==> config.mk <==
export PLATFORM = sky130hd
export DESIGN_NAME = iva_cordic_cell
export DESIGN_NICKNAME = d
export VERILOG_FILES = /design/src/rtl/iva_pkg.sv /design/src/rtl/iva_cordic_cell.sv
export SDC_FILE = /design/constraint.sdc
export NUM_CORES = 1
export LEC_CHECK = 0
export BUFFER_PORTS_ARGS = -buffer_cell sky130_fd_sc_hd__buf_2
export CAP_MARGIN = 5
export CORE_ASPECT_RATIO = 1.2
export CORE_MARGIN = 4
export CORE_UTILIZATION = 60
export CTS_CLUSTER_SIZE = 24
export DETAILED_ROUTE_END_ITERATION = 10
export PLACE_DENSITY_LB_ADDON = 0.2
export SYNTH_ARGS = -nofsm -noshare
export SYNTH_HDL_FRONTEND = slang
export SYNTH_SLANG_ARGS = --single-unit
==> constraint.sdc <==
create_clock -name clock -period 14.1 [get_ports clock]
set_clock_uncertainty 0.15 [all_clocks]
set_input_delay 4.23 -clock clock [delete_from_list [all_inputs] [get_ports clock]]
set_output_delay 4.23 -clock clock [all_outputs]
set_load 0.005 [all_outputs]
==> src/rtl/iva_pkg.sv <==
// Shared types and constants for the integer vector angle block.
// Holds the CORDIC arctangent table and the stage records of the cell chains.
// No dependencies.
package iva_pkg;

   localparam int COMPONENT_BITS_DEF  = 15;
   localparam int ANGLE_FRAC_BITS_DEF = 13;
   localparam int MAX_DIMENSION_DEF   = 4;

   localparam int DIM_W        = 3;
   localparam logic [DIM_W-1:0] DIM_RESET = 3'd3;

   localparam int SQRT_STEPS   = 32;
   localparam int CORDIC_STEPS = 32;
   localparam int TAB_FRAC     = 40;
   localparam int NORM_W       = 64;
   localparam int XY_W         = 40;
   localparam int ACC_W        = 46;
   localparam int SHIFT_W      = 5;

   localparam logic signed [ACC_W-1:0] HALF_PI = 46'sd1727108826179;

   typedef struct packed {
      logic                     valid;
      logic                     zero;
      logic [NORM_W-1:0]        n;
      logic [NORM_W-1:0]        r;
      logic signed [XY_W-1:0]   x;
   } sqrt_stage_type;

   typedef struct packed {
      logic                     valid;
      logic                     zero;
      logic signed [XY_W-1:0]   x;
      logic signed [XY_W-1:0]   y;
      logic signed [ACC_W-1:0]  acc;
   } cordic_stage_type;

   // atan(2^-idx) with TAB_FRAC fractional bits
   function automatic logic signed [ACC_W-1:0] atan_entry(input int unsigned idx);
      logic signed [ACC_W-1:0] v;
      unique case (idx)
         0:  v = 46'sd863554413089;
         1:  v = 46'sd509785937287;
         2:  v = 46'sd269356888665;
         3:  v = 46'sd136729762476;
         4:  v = 46'sd68630207382;
         5:  v = 46'sd34348560106;
         6:  v = 46'sd17178471287;
         7:  v = 46'sd8589759836;
         8:  v = 46'sd4294945451;
         9:  v = 46'sd2147480917;
         10: v = 46'sd1073741483;
         11: v = 46'sd536870869;
         12: v = 46'sd268435451;
         13: v = 46'sd134217727;
         default: v = ACC_W'(1) << (TAB_FRAC - idx);
      endcase
      return v;
   endfunction

endpackage

==> src/rtl/iva_cordic_cell.sv <==
// One micro-rotation cell of the CORDIC vectoring chain.
// Depends on iva_pkg.
module iva_cordic_cell import iva_pkg::*; #(
   parameter int STEP = 0
) (
   input  logic             clock,
   input  logic             reset,
   input  logic             adv,
   input  cordic_stage_type prev,
   output cordic_stage_type next
);

   localparam logic signed [ACC_W-1:0] ANGLE_STEP = atan_entry(STEP);

   cordic_stage_type       next_ff, next_in;
   logic signed [XY_W-1:0] dx, dy;

   always_comb begin
      dx      = prev.y >>> STEP;
      dy      = prev.x >>> STEP;
      next_in = prev;
      if (!prev.y[XY_W-1]) begin
         next_in.x   = prev.x + dx;
         next_in.y   = prev.y - dy;
         next_in.acc = prev.acc + ANGLE_STEP;
      end else begin
         next_in.x   = prev.x - dx;
         next_in.y   = prev.y + dy;
         next_in.acc = prev.acc - ANGLE_STEP;
      end
   end

   always_ff @(posedge clock) begin
      if (reset) begin
         next_ff <= '0;
      end else if (adv) begin
         next_ff <= next_in;
      end
   end

   assign next = next_ff;

endmodule

==> flow_summary.ini <==
[floorplanning]
die_area_sq_um = 25390
core-area_sq_um = 22450
start_util_pct = 61.19
ios = 259
rows = 60
die_w_microns = 146.1
fp.dieH_microns = 173.7

[logic_synthesis]
syn_inst = 1852
ys_ff_latch = 127
synth_nets = 2161
ys_seq_area_share_pct = 18.51
synth_area_per_cell_sq_um = 7.417
ys_types = 86
synth_edf_count = 0
ys_warn_count = 0
synth_area_sq_um = 13740
ys_async_sr_fraction_pct = 0
synth_ff_type = dfxtp_1

[finish]
fin_cells = 2328
area_delta_synth_final_pct = 14.43
seq_area_sq_um = 2542
fillers = 1961
multi_input_area_sq_um = 10310
nets = 2346
mostFrequentLayoutCells = nor2_1 (260), buf_2 (255), a21oi_1 (198)
largest_reg_flops = 127
layout_commonest_cell = nor2_1
n_antenna_cell = 0
drive_above_1_share_pct = 16.50

[sta]
grt_setup_unrepaired = no
finalMaxSlewViolations = 0
fin_crit_ns = 8.519
fmax_ghz = 0.1174
tightestPinTransition_ns = 0.9409
fin_crit_sh_pct = 60.42
totalNegativeSetupSlack_ns = 0
finalSetupViolCount = 0
slew_headroom_pct = 37.27
hold_slack_ns = 0.3251
finalHoldViolations = 0

[detailed_routing]
vias_per_cell = 6.370
vias = 14830
ant_nets = 0
dr.pass1.iters = 7
drt_iter0_markers = 1277
wl_microns = 46370
drc = 0
avgRoutedWirePerCell_microns = 19.92

[place]
place.gp.congestion = 1.023
placed_cells = 2297
dpl.hpwl_microns = 35710
port_buffers = 258

[pwr]
pwr-share-clk_pct = 33.9
sequentialPowerShare_pct = 27.0
internal-power_w = 0.0009750
switching_power_w = 0.0005834
irDropWorstVdd_mv = 0.08338
p_comb_share_pct = 39.1
switching_share_pct = 37.44
power.total_w = 0.001558
p_leak_nw = 7.514
p_per_area_nw_per_um2 = 99.15

[worst_hold_path]
hold_depth = 2
hold_path.class = flop to flop

[global_route]
track_usage_pct = 34.96
grt_pass1_wl_microns = 73540
grt_pass1_vias = 14250
antenna_found_initial = 0
grt_max_degree = 106
overflow = 0

[critical_path]
r2r_cells = 2
cp.arrival_ns = 8.64
worstSetupStartpointType = primary input
worstPathRequired_ns = 14.22
end_kind = flop
path_max_fanout = 83
setup.worst_path.class = primary input to flop

[clock_network]
cts_hold_buf = 0
cts_resized = 0
clk_latency_ns = 0.43
clkSinkCount = 127
cts_tree = yes
path_clk_slew_ns = 0.06
cts.path.max_buffers = 2
htreeDepth = 4
cts_root_buf = clkbuf_16
post_cts_buffers = 0
numCtsBuffers = 17

[flow_run]
cap_viol_max_count = 0

[status]
status = finished, final reports clean
-- cell type report --
type                       count  area share [%]
inverter                     133           3.176
clock buffer                  17           2.707
sequential                   127           16.18
tap                          279           2.221
multi-input combinational   1495           65.60
clock inverter                14           1.592
timing repair buffer         263           8.526
-- kinds of logic after synthesis --
kind of cell | synth area share, %
flops | 18.51
mux | 4.181
fa+ha+maj | 16.43
xor+xnor | 7.205
simple gates | 16.58
buf+inv | 6.422
compound gates | 30.67
-- path summary, 6_finish.rpt --
kind         slack (ns)  startpoint         to
min                0.33   next[108]  next[108]
min reg2reg        0.33   next[108]  next[108]
max reg2reg       13.11     next[2]    next[2]
max                5.58    prev[85]   next[41]
-- metrics by stage --
stage | utilization, % | area (sq um) | setup slack, ns
global placement | 67.01 | 15040 | 5.534
finish | 70.02 | 15720 | 5.581
floorplan | - | 13740 | 6.019
CTS | 70.02 | 15720 | 5.732
detailed placement | 67.01 | 15040 | 5.322
global route | 70.02 | 15720 | 5.465
-- routing by layer --
metal / part of all wire, % / routed length, microns / track usage (%)
met1: 40 / 18350 / 42.26
met3: 8.3 / 3868 / 6.512
met2: 47 / 21950 / 60.46
met4: 4.7 / 2199 / 15.18
met5: 0 / 0 / 0
-- power groups by stage --
stage,clock (W),sequential (W),combinational [W]
floorplan,0,0.000429,0.000404
global placement,0,0.000426,0.000587
detailed placement,0,0.000428,0.000593
CTS,0.000531,0.000420,0.000598
global route,0.000548,0.000425,0.000663
finish,0.000528,0.000421,0.000610
-- critical path: stages --
cell and delay [ns]:
buf_4 0.42, buf_4 0.80, ha_1 0.39, a211oi_1 0.26
nor2_1 0.14, o311ai_1 0.54, a2111o_1 0.25, and3_1 0.22
nor3_2 0.07, o21a_1 0.18, o31a_2 0.33, a211oi_2 0.35
o21ai_1 0.16, nand4b_1 0.13, o311ai_1 0.12
-- cells in the mapped netlist (all sizes together) (4+ instances only) --
cell	count	area, sq um
nor2	260	975.9
a21oi	201	1017
ha	174	2177
inv	130	488.0
dfxtp	127	2542
o21ai	108	544.3
xnor2	95	832.1
nand2	90	337.8
a211oi	75	568.0
clkbuf	69	259.0
a21o	58	435.4
mux2i	54	540.5
o21bai	49	367.9
nor3	42	220.2
buf	28	123.9
o31ai	23	182.7
nand4	20	125.1
xor2	18	157.7
o21a	17	127.6
nand3	16	80.08
nand2b	15	93.84
nor2b	14	87.58
and3	10	62.56
nor4	10	62.56
a31oi	9	56.30
o211ai	9	67.56
a221oi	8	88.83
a31o	8	70.07
o221ai	7	61.31
o31a	7	71.32
o41ai	7	68.82
a2111oi	6	53.80
a21boi	6	45.05
a211o	5	43.79
a221o	5	51.30
nand3b	5	37.54
or2	5	31.28
or3	5	31.28
and2	4	25.02
fa	4	80.08
nand4b	4	35.03
o22ai	4	25.02
o311ai	4	42.55
or4	4	30.03
Power figures use the tool's default switching activity.
