--- src/rtl/iva_pkg.sv ---
// Shared types and constants for the integer vector angle block.
// Holds the CORDIC arctangent table and the stage records of the cell chains.
// No dependencies.
package iva_pkg;

   localparam int COMPONENT_BITS_DEF  = 15;
   localparam int ANGLE_FRAC_BITS_DEF = 13;
   localparam int MAX_DIMENSION_DEF   = 4;

   localparam int DIM_W        = 3;
   localparam logic [DIM_W-1:0] DIM_RESET = 3'd3;

   localparam int SQRT_STEPS   = 32;
   localparam int CORDIC_STEPS = 32;
   localparam int TAB_FRAC     = 40;
   localparam int NORM_W       = 64;
   localparam int XY_W         = 40;
   localparam int ACC_W        = 46;
   localparam int SHIFT_W      = 5;

   localparam logic signed [ACC_W-1:0] HALF_PI = 46'sd1727108826179;

   typedef struct packed {
      logic                     valid;
      logic                     zero;
      logic [NORM_W-1:0]        n;
      logic [NORM_W-1:0]        r;
      logic signed [XY_W-1:0]   x;
   } sqrt_stage_type;

   typedef struct packed {
      logic                     valid;
      logic                     zero;
      logic signed [XY_W-1:0]   x;
      logic signed [XY_W-1:0]   y;
      logic signed [ACC_W-1:0]  acc;
   } cordic_stage_type;

   // atan(2^-idx) with TAB_FRAC fractional bits
   function automatic logic signed [ACC_W-1:0] atan_entry(input int unsigned idx);
      logic signed [ACC_W-1:0] v;
      unique case (idx)
         0:  v = 46'sd863554413089;
         1:  v = 46'sd509785937287;
         2:  v = 46'sd269356888665;
         3:  v = 46'sd136729762476;
         4:  v = 46'sd68630207382;
         5:  v = 46'sd34348560106;
         6:  v = 46'sd17178471287;
         7:  v = 46'sd8589759836;
         8:  v = 46'sd4294945451;
         9:  v = 46'sd2147480917;
         10: v = 46'sd1073741483;
         11: v = 46'sd536870869;
         12: v = 46'sd268435451;
         13: v = 46'sd134217727;
         default: v = ACC_W'(1) << (TAB_FRAC - idx);
      endcase
      return v;
   endfunction

endpackage

--- src/rtl/iva_sqrt_cell.sv ---
// One digit cell of the pipelined integer square root chain.
// Depends on iva_pkg.
module iva_sqrt_cell import iva_pkg::*; #(
   parameter int STEP = 0
) (
   input  logic           clock,
   input  logic           reset,
   input  logic           adv,
   input  sqrt_stage_type prev,
   output sqrt_stage_type next
);

   localparam logic [NORM_W-1:0] BIT = NORM_W'(1) << (62 - 2 * STEP);

   sqrt_stage_type    next_ff, next_in;
   logic [NORM_W-1:0] trial;

   always_comb begin
      trial   = prev.r + BIT;
      next_in = prev;
      if (prev.n >= trial) begin
         next_in.n = prev.n - trial;
         next_in.r = (prev.r >> 1) + BIT;
      end else begin
         next_in.r = prev.r >> 1;
      end
   end

   always_ff @(posedge clock) begin
      if (reset) begin
         next_ff <= '0;
      end else if (adv) begin
         next_ff <= next_in;
      end
   end

   assign next = next_ff;

endmodule

--- config.mk ---
export PLATFORM = sky130hd
export DESIGN_NAME = iva_sqrt_cell
export DESIGN_NICKNAME = d
export VERILOG_FILES = /design/src/rtl/iva_pkg.sv /design/src/rtl/iva_sqrt_cell.sv
export SDC_FILE = /design/constraint.sdc
export NUM_CORES = 1
export LEC_CHECK = 0
export BUFFER_PORTS_ARGS = -buffer_cell sky130_fd_sc_hd__buf_4
export CORE_MARGIN = 4
export CORE_UTILIZATION = 52
export DETAILED_ROUTE_END_ITERATION = 10
export GPL_TIMING_DRIVEN = 0
export PLACE_DENSITY = 0.77
export REMOVE_ABC_BUFFERS = 1
export SLEW_MARGIN = 5
export SYNTH_ARGS = -nofsm -noshare
export SYNTH_HDL_FRONTEND = slang
export SYNTH_SLANG_ARGS = --single-unit
export TNS_END_PERCENT = 20
--- constraint.sdc ---
create_clock -name clock -period 3.23 [get_ports clock]
set_clock_uncertainty 0.1 [all_clocks]
set_input_delay 0 -clock clock [delete_from_list [all_inputs] [get_ports clock]]
set_output_delay 0 -clock clock [all_outputs]
set_load 0.02 [all_outputs]
==> results.sh <==
export IMPL_status="finished, final reports clean"
export IMPL_critical_path_required_ns=3.49
export IMPL_critPathMaxStageDelay_ns=0.53
export IMPL_antenna_found_initial=0
export IMPL_globalplace_congestion=0.911
export IMPL_final_setup_tns_ns=0
export IMPL_timing_critical_path_to_type="register"
export IMPL_placeableCoreArea_um2=20500
export IMPL_cp_common_cell="or3_1"
export IMPL_rows=52
export IMPL_postRouteWirelength_um=42600
export IMPL_wire_length_of_the_first_global_routing_pass_um=66700
export IMPL_ioPinCount=343
export IMPL_ir_worst_vdd_uv=422
export IMPL_hold_viol_final=0
export IMPL_postSynthRegisterBits=170
export IMPL_timing_critical_path_cells="buf_4, xnor2_1, ha_1, nand4_1, or3_1, or4_4, nor4_4, o311ai_4, and2_4, buf_12, inv_16, nand2_2, or3_1, o221ai_1"
export IMPL_num_nets_final=2171
export IMPL_dpl_cell_area_um2=13600
export IMPL_power_leakage_uw=0.00783
export IMPL_detail_route_antenna_nets=0
export IMPL_largest_register_ffs=170
export IMPL_timing_worst_setup_path_type="in2reg"
export IMPL_drt_pass1_iter_count=6
export IMPL_fin_crit_ns=3.14
export IMPL_post_synth_instance_area_um2=11000
export IMPL_finalCritPeriodShare_pct=97.2
export IMPL_synth_async_sr_flop_share_pct=0
export IMPL_crit_path_start_kind="input pin"
export IMPL_cts_num_sinks=170
export IMPL_hold_path_class="in2reg"
export IMPL_clock_edge_transition_at_the_registers_on_the_reported_setup_and_hold_paths_ns=0.08
export IMPL_ys_seq_area_share_pct=31.0
export IMPL_synth_edff_count=0
export IMPL_clock_fmax_mhz=319
export IMPL_cts_buffers_inserted=17
export IMPL_finalSetupViolations=0
export IMPL_grt_overflow_total=0
export IMPL_synthTopCellsByCount="212 x nor2_1, 170 x dfxtp_1, 154 x nand2_1"
export IMPL_insertedDiodeCount=0
export IMPL_worst_ep_arrival_time_ns=3.40
export IMPL_grt_start_max_net_pins=108
export IMPL_crit_path_max_fanout=35
export IMPL_cp_num_buf_inv=3
export IMPL_tritoncts="built"
export IMPL_cellPowerDensity_nw_per_um2=416
export IMPL_vias=12800
export IMPL_htree_num_levels=4
export IMPL_yosysWarnings=0
export IMPL_drt_initial_drc_count=817
export IMPL_clock_tree_root_cell="clkbuf_16"
export IMPL_post_route_cells_drive_above_1_share_pct=21.3
export IMPL_floorplan_die_height_um=153
export IMPL_avgViaCountPerCell=5.79
export IMPL_die_area_um2=23500
export IMPL_layout_cell_area_non_filler_um2=16800
export IMPL_ys_dominant_reg_cell="dfxtp_1"
export IMPL_area_delta_synth_final_pct=52.4
export IMPL_crit_path_max_delay_family="simple AND/OR/NAND/NOR gates"
export IMPL_post_synth_cell_area_avg_um2=7.76
export IMPL_yosys_cell_types_count=73
export IMPL_first_global_vias=12800
export IMPL_rsz_0062_raised_after_global_routing="false"
export IMPL_clock_insertion_delay_worst_skew_ns=0.43
export IMPL_overall_track_demand_over_capacity_in_global_routing_pct=34.1
export IMPL_synth_largest_area_cell="dfxtp_1"
export IMPL_drv_cap=0
export IMPL_synth_largest_type_area_fraction_pct=31.0
export IMPL_synth_top_cells_by_area="dfxtp_1 31%, mux2i_1 10%, ha_1 7.4%"
export IMPL_placement_io_buffers=342
export IMPL_drc_viols=0
export IMPL_dieWidth_um=153
export IMPL_maxSlewViolCount=0
export IMPL_syn_inst=1416
export IMPL_synthMostInstantiatedCell="nor2_1"
export IMPL_cts_max_path_bufs=2
export IMPL_crit_path_top_delay_cell="or4_4"
export IMPL_post_drt_wl_per_cell_um=19.2
export IMPL_relSlewSlack_pct=39.1
export IMPL_tightest_slew_ns=0.905
export IMPL_hpwl_dp_um=26700
export IMPL_start_util_pct=53.6
[path summary, 6_finish.rpt]
path,end,slack (ns),startpoint,cells past startpoint
max,next[161],0.09,prev[102],14
max reg2reg,next[78],1.40,next[78],4
min reg2reg,next[125],0.38,next[125],2
min,next[129],0.01,prev[129],5
[cells in the final DEF (no fill, tap or decap), types with 5 or more instances in the layout]
master,n
a211oi_1,16
nor3_1,22
mux2i_1,112
nand2_1,153
nor2_1,212
dfxtp_1,170
nor3b_1,5
o21bai_1,18
a311oi_1,35
o21a_1,6
o211ai_1,11
nand2b_1,16
or2_2,6
xor2_1,18
ha_1,65
o21ai_1,5
clkinv_8,7
a31oi_1,12
and2_1,11
inv_1,84
nor2b_1,10
nand3_1,20
a21o_1,18
clkbuf_16,17
a21boi_0,6
buf_4,345
a21oi_1,95
or3_1,11
o21ai_0,56
dlygate4sd3_1,235
nand4_1,27
xnor2_1,23
[kinds of logic after synthesis]
| kind of cell | after synthesis | share of synthesized area, % |
|---|---|---|
| compound gates | 329 | 19.9 |
| fa+ha+maj | 66 | 7.58 |
| xor+xnor | 41 | 3.27 |
| buf+inv | 176 | 6.60 |
| mux | 115 | 10.5 |
| simple gates | 519 | 21.2 |
| flops | 170 | 31.0 |
[layer usage]
layer  global-route usage, %  part of all wire, %  vias up
met5                       0                    0        -
met3                    6.70                  7.1      134
li1                        -                    -     6029
met1                    40.1                   39     6093
met4                    14.9                  4.8        0
met2                    60.3                   49      560
[through the flow]
stage	util (%)	hold WS (ns)	std cells	total power [uW]	setup slack (ns)
2_1_floorplan	-	-0.0321	1325	3580	-0.861
3_3_place_gp	65.8	0.133	1937	4400	-3.63
3_5_place_dp	66.4	0.141	1941	4420	-1.53
4_1_cts	81.4	0.00106	2212	6870	0.0291
5_1_grt	81.7	0.0483	2215	7250	0.0407
6_report	81.7	0.0113	2215	6960	0.0905
[final cells by class]
type                            instances  area, um2
Clock buffer                           17        425
Clock inverter                         15        208
Fill cell                            1276       3740
Inverter                               85        335
Multi-Input combinational cell       1071       6960
Sequential cell                       170       3400
Tap cell                              270        338
Timing Repair Buffer                  586       5070
Timing Repair inverter                  1       8.76
[report_power, final]
part / total [uW] / internal, uW / leakage, uW / switching [uW]
combinational: 2430 / 1090 / 0.00612 / 1340
sequential: 2350 / 2260 / 0.00141 / 93.7
clock: 2180 / 1070 / 0.000299 / 1110
[worst register-to-register path, stage by stage (launching register included)]
cell	delay, ns
dfxtp_1	0.32
mux2i_1	0.12
dlygate4sd3_1	0.57
nor2_1	0.04
dlygate4sd3_1	0.58
[timing repair]
item                                    4_1_cts  5_1_grt
resized for setup                            15       10
hold buffers                                235        0
hold endpoints to repair                    169        0
endpoints found under the setup margin       65       28
cloned                                        2        0
pin swaps                                     2        3
setup buffers                                 2        3
Power figures use the tool's default switching activity.
